**src/hw/rtl/mnp_pkg.sv**
```systemverilog
`default_nettype none
package mnp_pkg;

   localparam int VALUE_BITS     = 64;
   localparam int HEX_DIGITS_MAX = 16;
   localparam int CHAR_BITS      = 8;
   localparam int COUNT_BITS     = 7;
   localparam int STATUS_BITS    = 3;
   localparam int BASE_BITS      = 2;

   // largest decimal accumulator that may still take a further digit
   localparam logic [VALUE_BITS-1:0] DEC_LIMIT = 64'd1844674407370955161;

   typedef enum logic [1:0] {
      RADIX_DEC = 2'd0,
      RADIX_HEX = 2'd1,
      RADIX_BIN = 2'd2
   } radix_type;

   typedef enum logic [STATUS_BITS-1:0] {
      ST_OK        = 3'd0,
      ST_EMPTY     = 3'd1,
      ST_NO_DIGITS = 3'd2,
      ST_BAD_DIGIT = 3'd3,
      ST_TOO_LARGE = 3'd4
   } status_type;

   // one accepted character beat
   typedef struct packed {
      logic [CHAR_BITS-1:0] char_code;
      logic                 last_char;
   } beat_type;

   // one result beat
   typedef struct packed {
      logic [VALUE_BITS-1:0] value;
      status_type            status;
      radix_type             base_seen;
   } result_type;

endpackage
`default_nettype wire

```
**src/hw/rtl/mnp_stream_if.sv**
```systemverilog
`default_nettype none
interface mnp_req_if;
   logic                          valid;
   logic                          ready;
   logic [mnp_pkg::CHAR_BITS-1:0] char_code;
   logic                          last_char;

   modport source (output valid, char_code, last_char, input ready);
   modport sink   (input valid, char_code, last_char, output ready);
endinterface

interface mnp_rsp_if;
   logic                            valid;
   logic                            ready;
   logic [mnp_pkg::VALUE_BITS-1:0]  value;
   logic [mnp_pkg::STATUS_BITS-1:0] status;
   logic [mnp_pkg::BASE_BITS-1:0]   base_seen;

   modport source (output valid, value, status, base_seen, input ready);
   modport sink   (input valid, value, status, base_seen, output ready);
endinterface
`default_nettype wire

```
**src/hw/rtl/mnp_in_reg.sv**
```systemverilog
`default_nettype none
module mnp_in_reg (
   input  wire logic               clock,
   input  wire logic               reset,
   mnp_req_if.sink                 req_chan,
   input  wire logic               advance,
   output logic                    beat_valid,
   output mnp_pkg::beat_type       beat
);
   import mnp_pkg::*;

   logic     valid_ff, valid_in;
   beat_type beat_ff, beat_in;
   logic     take;

   // accept a new beat whenever the slot is empty or drains this cycle
   assign req_chan.ready = !valid_ff || advance;
   assign take           = req_chan.valid && req_chan.ready;
   assign valid_in       = take || (valid_ff && !advance);

   always_comb begin
      beat_in = beat_ff;
      if (take) begin
         beat_in.char_code = req_chan.char_code;
         beat_in.last_char = req_chan.last_char;
      end
   end

   always_ff @(posedge clock) begin
      if (reset) begin
         valid_ff <= 1'b0;
      end else begin
         valid_ff <= valid_in;
      end
      beat_ff <= beat_in;
   end

   assign beat_valid = valid_ff;
   assign beat       = beat_ff;
endmodule
`default_nettype wire

```
**src/hw/rtl/mnp_token_step.sv**
```systemverilog
`default_nettype none
module mnp_token_step (
   input  wire logic               clock,
   input  wire logic               reset,
   input  wire logic               beat_valid,
   input  wire mnp_pkg::beat_type  beat,
   input  wire logic               out_free,
   output logic                    advance,
   output logic                    load_rsp,
   output mnp_pkg::result_type     result
);
   import mnp_pkg::*;

   typedef enum logic [2:0] {
      PH_FIRST = 3'd0,
      PH_ZERO  = 3'd1,
      PH_LEAD  = 3'd2,
      PH_BODY  = 3'd3,
      PH_DONE  = 3'd4,
      PH_EMPTY = 3'd5
   } phase_type;

   typedef struct packed {
      phase_type             phase;
      radix_type             radix;
      logic [VALUE_BITS-1:0] acc;
      logic [COUNT_BITS-1:0] count;
      logic                  bad;
      logic                  big;
      logic                  order;
      logic                  trail;
   } tok_state_type;

   localparam tok_state_type STATE_RESET = '{
      phase: PH_FIRST, radix: RADIX_DEC, acc: '0, count: '0,
      bad: 1'b0, big: 1'b0, order: 1'b0, trail: 1'b0};

   function automatic logic is_space(input logic [CHAR_BITS-1:0] c);
      return (c == 8'd32) || ((c >= 8'd9) && (c <= 8'd13));
   endfunction

   function automatic tok_state_type note_bad(input tok_state_type s);
      tok_state_type r;
      r = s;
      if (!s.bad) begin
         r.bad = 1'b1;
         if (!s.big) r.order = 1'b0;
      end
      return r;
   endfunction

   function automatic tok_state_type note_large(input tok_state_type s);
      tok_state_type r;
      r = s;
      if (!s.big) begin
         r.big = 1'b1;
         if (!s.bad) r.order = 1'b1;
      end
      return r;
   endfunction

   // one character of the number body
   function automatic tok_state_type body_char(input tok_state_type s,
                                               input logic [CHAR_BITS-1:0] c);
      tok_state_type           r;
      logic [CHAR_BITS-1:0]    dnum;
      logic [CHAR_BITS-1:0]    dup;
      logic [CHAR_BITS-1:0]    dlow;
      logic [3:0]              nib;
      logic                    hex_ok;
      logic [COUNT_BITS-1:0]   cnt;
      logic [VALUE_BITS-1:0]   dec_next;
      r        = s;
      dnum     = c - 8'd48;
      dup      = c - 8'd55;
      dlow     = c - 8'd87;
      nib      = 4'd0;
      hex_ok   = 1'b1;
      cnt      = (s.count == '1) ? s.count : s.count + 1'b1;
      dec_next = {s.acc[VALUE_BITS-4:0], 3'b000} + {s.acc[VALUE_BITS-2:0], 1'b0}
               + {{(VALUE_BITS-4){1'b0}}, dnum[3:0]};
      if ((c >= 8'd48) && (c <= 8'd57)) nib = dnum[3:0];
      else if ((c >= 8'd65) && (c <= 8'd70)) nib = dup[3:0];
      else if ((c >= 8'd97) && (c <= 8'd102)) nib = dlow[3:0];
      else hex_ok = 1'b0;

      if (c == 8'd0) begin
         r.phase = PH_DONE;
      end else if (is_space(c)) begin
         r.trail = 1'b1;
      end else if (s.trail) begin
         r = note_bad(s);
      end else if (c == 8'd95) begin
         r = s;
      end else begin
         case (s.radix)
            RADIX_HEX: begin
               if (!hex_ok) begin
                  r = note_bad(s);
               end else begin
                  r.count = cnt;
                  if (cnt > COUNT_BITS'(HEX_DIGITS_MAX)) r = note_large(r);
                  r.acc = {s.acc[VALUE_BITS-5:0], nib};
               end
            end
            RADIX_BIN: begin
               if ((c != 8'd48) && (c != 8'd49)) begin
                  r = note_bad(s);
               end else begin
                  r.count = cnt;
                  if (cnt > COUNT_BITS'(VALUE_BITS)) r = note_large(r);
                  r.acc = {s.acc[VALUE_BITS-2:0], c[0]};
               end
            end
            default: begin
               if ((c < 8'd48) || (c > 8'd57)) begin
                  r = note_bad(s);
               end else begin
                  r.count = cnt;
                  if (!s.big) begin
                     if ((s.acc > DEC_LIMIT) ||
                         ((s.acc == DEC_LIMIT) && (dnum > 8'd5))) begin
                        r = note_large(r);
                     end else begin
                        r.acc = dec_next;
                     end
                  end
               end
            end
         endcase
      end
      return r;
   endfunction

   // prefix handling, then the body
   function automatic tok_state_type take_char(input tok_state_type s,
                                               input logic [CHAR_BITS-1:0] c);
      tok_state_type r;
      tok_state_type z;
      r = s;
      z = s;
      case (s.phase)
         PH_FIRST: begin
            if (c == 8'd0) r.phase = PH_EMPTY;
            else if (c == 8'd48) r.phase = PH_ZERO;
            else if (is_space(c)) r.phase = PH_LEAD;
            else begin
               z.phase = PH_BODY;
               r = body_char(z, c);
            end
         end
         PH_ZERO: begin
            if ((c == 8'd120) || (c == 8'd88)) begin
               r.radix = RADIX_HEX;
               r.phase = PH_BODY;
            end else if ((c == 8'd98) || (c == 8'd66)) begin
               r.radix = RADIX_BIN;
               r.phase = PH_BODY;
            end else if ((c == 8'd100) || (c == 8'd68)) begin
               r.phase = PH_LEAD;
            end else begin
               // leading zero counts as one decimal digit of value zero
               z.phase = PH_BODY;
               z.count = {{(COUNT_BITS-1){1'b0}}, 1'b1};
               r = body_char(z, c);
            end
         end
         PH_LEAD: begin
            if (c == 8'd0) r.phase = PH_DONE;
            else if (!is_space(c)) begin
               z.phase = PH_BODY;
               r = body_char(z, c);
            end
         end
         PH_BODY: r = body_char(s, c);
         default: r = s;
      endcase
      return r;
   endfunction

   tok_state_type state_ff, state_in;
   tok_state_type next_state;
   status_type    status;
   logic          lone_zero;

   // advance the beat unless a result is due and the output slot is held
   assign advance  = beat_valid && (!beat.last_char || out_free);
   assign load_rsp = advance && beat.last_char;

   assign next_state = take_char(state_ff, beat.char_code);
   assign lone_zero  = (next_state.phase == PH_ZERO);

   // classify the finished token
   always_comb begin
      if (next_state.phase == PH_EMPTY) status = ST_EMPTY;
      else if (next_state.bad && next_state.big) begin
         if ((next_state.radix == RADIX_BIN) && next_state.order) status = ST_TOO_LARGE;
         else status = ST_BAD_DIGIT;
      end else if (next_state.bad) status = ST_BAD_DIGIT;
      else if (next_state.big) status = ST_TOO_LARGE;
      else if ((next_state.count == '0) && !lone_zero) status = ST_NO_DIGITS;
      else status = ST_OK;
   end

   assign result.value     = (status == ST_OK) ? next_state.acc : '0;
   assign result.status    = status;
   assign result.base_seen = next_state.radix;

   // drop back to reset after the last beat of a token
   always_comb begin
      state_in = state_ff;
      if (advance) state_in = beat.last_char ? STATE_RESET : next_state;
   end

   always_ff @(posedge clock) begin
      if (reset) begin
         state_ff <= STATE_RESET;
      end else begin
         state_ff <= state_in;
      end
   end
endmodule
`default_nettype wire

```
**src/hw/rtl/mnp_out_reg.sv**
```systemverilog
`default_nettype none
module mnp_out_reg (
   input  wire logic                 clock,
   input  wire logic                 reset,
   input  wire logic                 load_rsp,
   input  wire mnp_pkg::result_type  result,
   output logic                      out_free,
   mnp_rsp_if.source                 rsp_chan
);
   import mnp_pkg::*;

   logic       valid_ff, valid_in;
   result_type result_ff, result_in;

   // slot is free when empty or being taken this cycle
   assign out_free = !valid_ff || rsp_chan.ready;
   assign valid_in = load_rsp || (valid_ff && !rsp_chan.ready);

   always_comb begin
      result_in = result_ff;
      if (load_rsp) result_in = result;
   end

   always_ff @(posedge clock) begin
      if (reset) begin
         valid_ff <= 1'b0;
      end else begin
         valid_ff <= valid_in;
      end
      result_ff <= result_in;
   end

   assign rsp_chan.valid     = valid_ff;
   assign rsp_chan.value     = result_ff.value;
   assign rsp_chan.status    = result_ff.status;
   assign rsp_chan.base_seen = result_ff.base_seen;
endmodule
`default_nettype wire

```
**src/hw/rtl/multibase_number_token_parser_core.sv**
```systemverilog
// Channel    Dir  Payload                              Beat
// req_chan   in   char_code[7:0], last_char            one token character
// rsp_chan   out  value[63:0], status[2:0], base_seen  one result per token
//
// One character per cycle unless a held result stalls a last character; a result is
// loaded into the result register from its last character in the input register.
// The per-character update (times-ten add with limit compare, or shift-in) sits
// between the input register and the token state registers.
// Synchronous active-high reset returns the token state to the start of a token.
// A held result stalls input only when a further last character needs the slot.
`default_nettype none
module multibase_number_token_parser_core (
   input  wire logic clock,
   input  wire logic reset,
   mnp_req_if.sink   req_chan,
   mnp_rsp_if.source rsp_chan
);
   import mnp_pkg::*;

   logic       beat_valid;
   beat_type   beat;
   logic       advance;
   logic       load_rsp;
   logic       out_free;
   result_type result;

   mnp_in_reg u_in_reg (
      .clock      (clock),
      .reset      (reset),
      .req_chan   (req_chan),
      .advance    (advance),
      .beat_valid (beat_valid),
      .beat       (beat)
   );

   mnp_token_step u_token_step (
      .clock      (clock),
      .reset      (reset),
      .beat_valid (beat_valid),
      .beat       (beat),
      .out_free   (out_free),
      .advance    (advance),
      .load_rsp   (load_rsp),
      .result     (result)
   );

   mnp_out_reg u_out_reg (
      .clock    (clock),
      .reset    (reset),
      .load_rsp (load_rsp),
      .result   (result),
      .out_free (out_free),
      .rsp_chan (rsp_chan)
   );
endmodule
`default_nettype wire
```
**src/flat_wrapper.sv**
```systemverilog
// flat-port wrapper written by rule: the top's interface ports become plain ports
module multibase_number_token_parser_core_flat import mnp_pkg::*;
  (clock, reset, req_chan_valid, req_chan_char_code, req_chan_last_char, req_chan_ready, rsp_chan_valid, rsp_chan_value, rsp_chan_status, rsp_chan_base_seen, rsp_chan_ready);
  mnp_req_if req_chan_i ();
  mnp_rsp_if rsp_chan_i ();
  input  wire logic clock;
  input  wire logic reset;
  input wire logic [$bits(req_chan_i.valid)-1:0] req_chan_valid;
  input wire logic [$bits(req_chan_i.char_code)-1:0] req_chan_char_code;
  input wire logic [$bits(req_chan_i.last_char)-1:0] req_chan_last_char;
  output wire logic [$bits(req_chan_i.ready)-1:0] req_chan_ready;
  output wire logic [$bits(rsp_chan_i.valid)-1:0] rsp_chan_valid;
  output wire logic [$bits(rsp_chan_i.value)-1:0] rsp_chan_value;
  output wire logic [$bits(rsp_chan_i.status)-1:0] rsp_chan_status;
  output wire logic [$bits(rsp_chan_i.base_seen)-1:0] rsp_chan_base_seen;
  input wire logic [$bits(rsp_chan_i.ready)-1:0] rsp_chan_ready;
  assign req_chan_i.valid = req_chan_valid;
  assign req_chan_i.char_code = req_chan_char_code;
  assign req_chan_i.last_char = req_chan_last_char;
  assign req_chan_ready = req_chan_i.ready;
  assign rsp_chan_valid = rsp_chan_i.valid;
  assign rsp_chan_value = rsp_chan_i.value;
  assign rsp_chan_status = rsp_chan_i.status;
  assign rsp_chan_base_seen = rsp_chan_i.base_seen;
  assign rsp_chan_i.ready = rsp_chan_ready;
  multibase_number_token_parser_core u_core (.clock(clock), .reset(reset), .req_chan(req_chan_i), .rsp_chan(rsp_chan_i));
endmodule
```
**config.mk**
```make
export PLATFORM = sky130hd
export DESIGN_NAME = multibase_number_token_parser_core_flat
export DESIGN_NICKNAME = d
export VERILOG_FILES = /design/src/hw/rtl/mnp_pkg.sv /design/src/hw/rtl/mnp_stream_if.sv /design/src/hw/rtl/mnp_in_reg.sv /design/src/hw/rtl/mnp_token_step.sv /design/src/hw/rtl/mnp_out_reg.sv /design/src/hw/rtl/multibase_number_token_parser_core.sv /design/src/flat_wrapper.sv
export SDC_FILE = /design/constraint.sdc
export NUM_CORES = 1
export LEC_CHECK = 0
export BUFFER_PORTS_ARGS = -buffer_cell sky130_fd_sc_hd__buf_4
export CAP_MARGIN = 10
export CORE_ASPECT_RATIO = 1.1
export CORE_MARGIN = 2
export CORE_UTILIZATION = 63
export DETAILED_ROUTE_END_ITERATION = 7
export GPL_TIMING_DRIVEN = 0
export PLACE_DENSITY_LB_ADDON = 0.08
export SLEW_MARGIN = 20
export SYNTH_ARGS = -nofsm -noshare
export SYNTH_HDL_FRONTEND = slang
export SYNTH_SLANG_ARGS = --single-unit
```
**constraint.sdc**
```tcl
create_clock -name clock -period 4.8 [get_ports clock]
set_clock_uncertainty 0.2 [all_clocks]
set_input_delay 0.24 -clock clock [delete_from_list [all_inputs] [get_ports clock]]
set_output_delay 0.24 -clock clock [all_outputs]
set_load 0.02 [all_outputs]
```
==> results by group <==
Synth
  – Mean Syn Cell Area: 8.243 um^2
  – Ys Warns: 0
  – Combinational family with the most area after synthesis: compound AO/OA/AOI/OAI gates
  – Post-synthesis adder-cell area fraction: 0.1201
  – Multiplexer area fraction after synthesis: 0.004419
  – Async SR Flop Fraction: 0
  – Post-synth EDFFs: 78
  – Simple-Gate Fraction of Synth Area: 0.1883
  – Compound-gate portion of the synthesized area: 0.3225
  – Synth Area in XOR/XNOR: 0.03346
  – Post-Synthesis Cells: 1683
  – Sequential-to-total area share from yosys stat: 0.2872
  – Syn_nets: 1828
  – Cell area after synthesis: 0.01387 mm^2
  – Ys flop type: dfxtp_1
  – Synth cell types: 111
  – FF+latch count, synth: 160

Pwr
  – Max IR drop VDD: 0.2421 mV
  – NetSw: 0.7900 mW
  – Sequential share of power: 0.481
  – Part of the power in combinational logic: 0.072
  – Int Power: 2.230 mW
  – Pwr dens: 192.6 mW/mm^2
  – Static Leakage: 6.264 nW
  – Switching Fraction: 0.2616
  – Total Power: 3.020 mW
  – Clock share of power: 0.447

Placement
  – Post-DP HPWL: 36130 um
  – Placed cell areas: 0.01488 mm^2
  – Port Buffers: 82
  – Routability cong.: 1.009

CTS
  – Num CTS Buffers: 17
  – Deepest clock path buffer count: 2
  – H-tree depth: 4
  – Root Driver: clkbuf_16
  – CTS tree: built
  – Clock sinks: 160
  – Worst-path clk slew: 0.07 ns
  – Worst-skew pair later-pin latency: 0.45 ns

STA
  – Endpoints failing setup: 0
  – Measured slew at the worst slew-check pin: 0.9557 ns
  – Final critical-path share of the clock period: 0.9819
  – Fin. Hold Viols: 0
  – Peak Freq: 0.2122 GHz
  – Slew margin rel.: 0.3599
  – Post-layout min period: 4.713 ns
  – Fin. max-slew vios: 0

Drt
  – Via density: 7.022
  – Detailed Routing Iterations Pass 1: 8
  – Total Wirelength: 48810 um
  – Final ANT Viol Nets: 0
  – 1st-iter DRT viols: 2243
  – WL/cell: 23.20 um
  – Vias: 14770
  – DRC viols: 2

Worst setup path
  – R2R cell count: 15
  – CP max stage cell: fa_1
  – WP depth: 15
  – CP top delay family: compound AO/OA/AOI/OAI gates
  – Req. time, crit path: 4.86 ns
  – Slowest cell delay on critical path: 0.59 ns
  – Critical path cell sequence: buf_2, inv_1, fa_1, inv_1, ha_1, a211oi_1, o211ai_1, a211o_1, a31oi_1, o2111ai_2, a41oi_2, nor2_1, a21oi_1, nand3_1, a31oi_1
  – Worst R2R Start: u_core.u_token_step.state_ff[11]
  – Crit path DAT: 4.77 ns
  – Worst Path Max Fanout: 8
  – R2r setup slk: 0.09 ns
  – Bufs and invs on worst path: 3
  – Launching element type of the critical path: flip-flop
  – WS Path Type: reg -> reg
  – Critical path capture point type: flip-flop
  – Worst Setup EP: u_core.u_out_reg.rsp_chan.value[57]
  – R2R Path End: u_core.u_out_reg.rsp_chan.value[57]
  – Worst setup path start: u_core.u_token_step.state_ff[11]

Floorplanning
  – Die Wd: 145.5 um
  – Die area: 0.02323 mm^2
  – Starting Density: 0.6471
  – Core area: 0.02144 mm^2
  – Io pins: 84
  – Row cnt: 56
  – Die Y-Extent: 159.6 um

Global routing
  – Largest net degree at the start of global routing: 49
  – First-pass GRT wire length: 76050 um
  – Antenna violations before repair: 0
  – Vias in the first global route: 13990
  – GRT Resource Usage Total: 0.4120
  – Grt ovf: 0

Outcome
  – Violated checks: DRC
  – Status: finished with violations

Worst hold path
  – HP Class: in -> reg
  – Beginning of the worst hold path: reset

Layout
  – Post-route design area: 0.01568 mm^2
  – Share of cells above drive strength 1: 0.1191
  – Commonest non-fill, non-tap cell in the layout: nand2_1
  – ANT cells: 0
  – Leading cell types in the layout, fill and taps excluded: nand2_1, a21oi_1, nor2_1
  – Post-layout nets: 1946
  – Area Growth Syn to Fin: 13.00%
  – Fill cells: 1694

Job
  – Maxcap violations: 0
[metrics by stage]
stage	TNS [ns]	hold slack [ns]	setup WS [ns]	util	cells
2_1_floorplan	0	0.1389	0.5717	-	1683
3_3_place_gp	-0.8257	0.2185	-0.3023	0.6927	2055
3_5_place_dp	-1.279	0.2193	-0.3290	0.6939	2056
4_1_cts	0	0.08672	0.03451	0.7275	2100
5_1_grt	-0.01964	0.1325	-0.01029	0.7312	2104
6_report	0	0.09080	0.08676	0.7312	2104
[power groups by stage]
stage | sequential, mW | combinational (mW) | clock [mW]
final | 1.45 | 0.218 | 1.35
after global routing | 1.46 | 0.227 | 1.39
after CTS | 1.45 | 0.209 | 1.34
after detailed placement | 1.48 | 0.200 | 0
after global placement | 1.48 | 0.195 | 0
after floorplan | 1.50 | 0.108 | 0
[layer usage]
metal	routed length, um	vias up	part of all wire	GRT usage
li1	-	6632	-	-
met3	5661	280	0.12	0.08886
met5	0	-	0	0
met2	21760	1080	0.45	0.6560
met1	18020	6782	0.37	0.5142
met4	3358	0	0.069	0.2482
[flip-flops by register name, indices dropped and copies added, names as in the netlist]
name	count
u_core.u_token_step.state_ff	80
u_core.u_out_reg.rsp_chan.value	64
u_core.u_in_reg.beat	9
u_core.u_out_reg.rsp_chan.status	3
u_core.u_out_reg.rsp_chan.base_seen	2
u_core.u_in_reg.beat_valid	1
u_core.u_out_reg.rsp_chan.valid	1
[logic make-up (layout without fill, tap and decap cells)]
| kind of cell | count (synthesis) | count (layout) |
|---|---|---|
| compound gates | 644 | 644 |
| flops | 160 | 160 |
| buf+inv | 139 | 270 |
| xor+xnor | 53 | 53 |
| mux | 6 | 6 |
| fa+ha+maj | 132 | 132 |
| simple gates | 549 | 549 |
[synthesized netlist by cell type (9+ instances only)]
master    number  area (um^2)
nand2_1      180        675.7
a21oi_1      166        830.8
nor2_1       161        604.3
ha_1         130         1627
o21ai_0      107        535.5
dfxtp_1       82         1642
edfxtp_1      78         2342
clkbuf_1      62        232.7
a22oi_1       41        307.8
a21o_1        39        292.8
xnor2_1       38        332.8
inv_1         36        135.1
nor3_1        33        165.2
nand3_1       32        160.2
o211ai_1      21        157.7
a31oi_1       20        125.1
and3_1        20        125.1
a211oi_1      19        142.6
a221o_1       19        190.2
buf_2         19        95.09
nor2b_1       19        118.9
o21bai_1      19        142.6
o31ai_1       19        142.6
nand2b_1      18        112.6
nand4_1       18        112.6
o21ai_1       18        90.09
a22o_1        17        148.9
xor2_1        15        131.4
o21a_1        13        97.59
a221oi_1      12        105.1
and2_1        12        75.07
o22ai_1       10        62.56
a21boi_0       9        67.56
or3_1          9        56.30
[worst min path at each step]
stage / cells after the start / slack, ns / to
2_1_floorplan: 0 / 0.14 / u_core.u_in_reg.beat[0]
3_3_place_gp: 1 / 0.22 / u_core.u_in_reg.beat[4]
3_5_place_dp: 1 / 0.22 / u_core.u_in_reg.beat[2]
4_1_cts: 2 / 0.09 / u_core.u_token_step.state_ff[1]
5_1_grt: 2 / 0.13 / u_core.u_token_step.state_ff[1]
6_report: 2 / 0.09 / u_core.u_token_step.state_ff[1]
[cell type report]
cell class	instances	area (um^2)	share of cell area
multi-input cells	1384	9370	0.5977
flip-flops and latches	160	3984	0.2541
repair buffers	99	785.8	0.05012
plain buffers	102	474.2	0.03025
clock buffers	17	425.4	0.02713
well taps	290	362.8	0.02314
inverters	37	138.9	0.008859
clock inverters	15	136.4	0.008699
[what timing repair did]
action	4_1_cts	5_1_grt
hold buffers	12	0
gates resized for setup	9	11
hold endpoints to repair	11	0
pin swaps	1	3
buffers inserted	0	4
endpoints found under the setup margin	11	20
cloned	0	0
No activity file was read; power rests on OpenSTA's default activity.
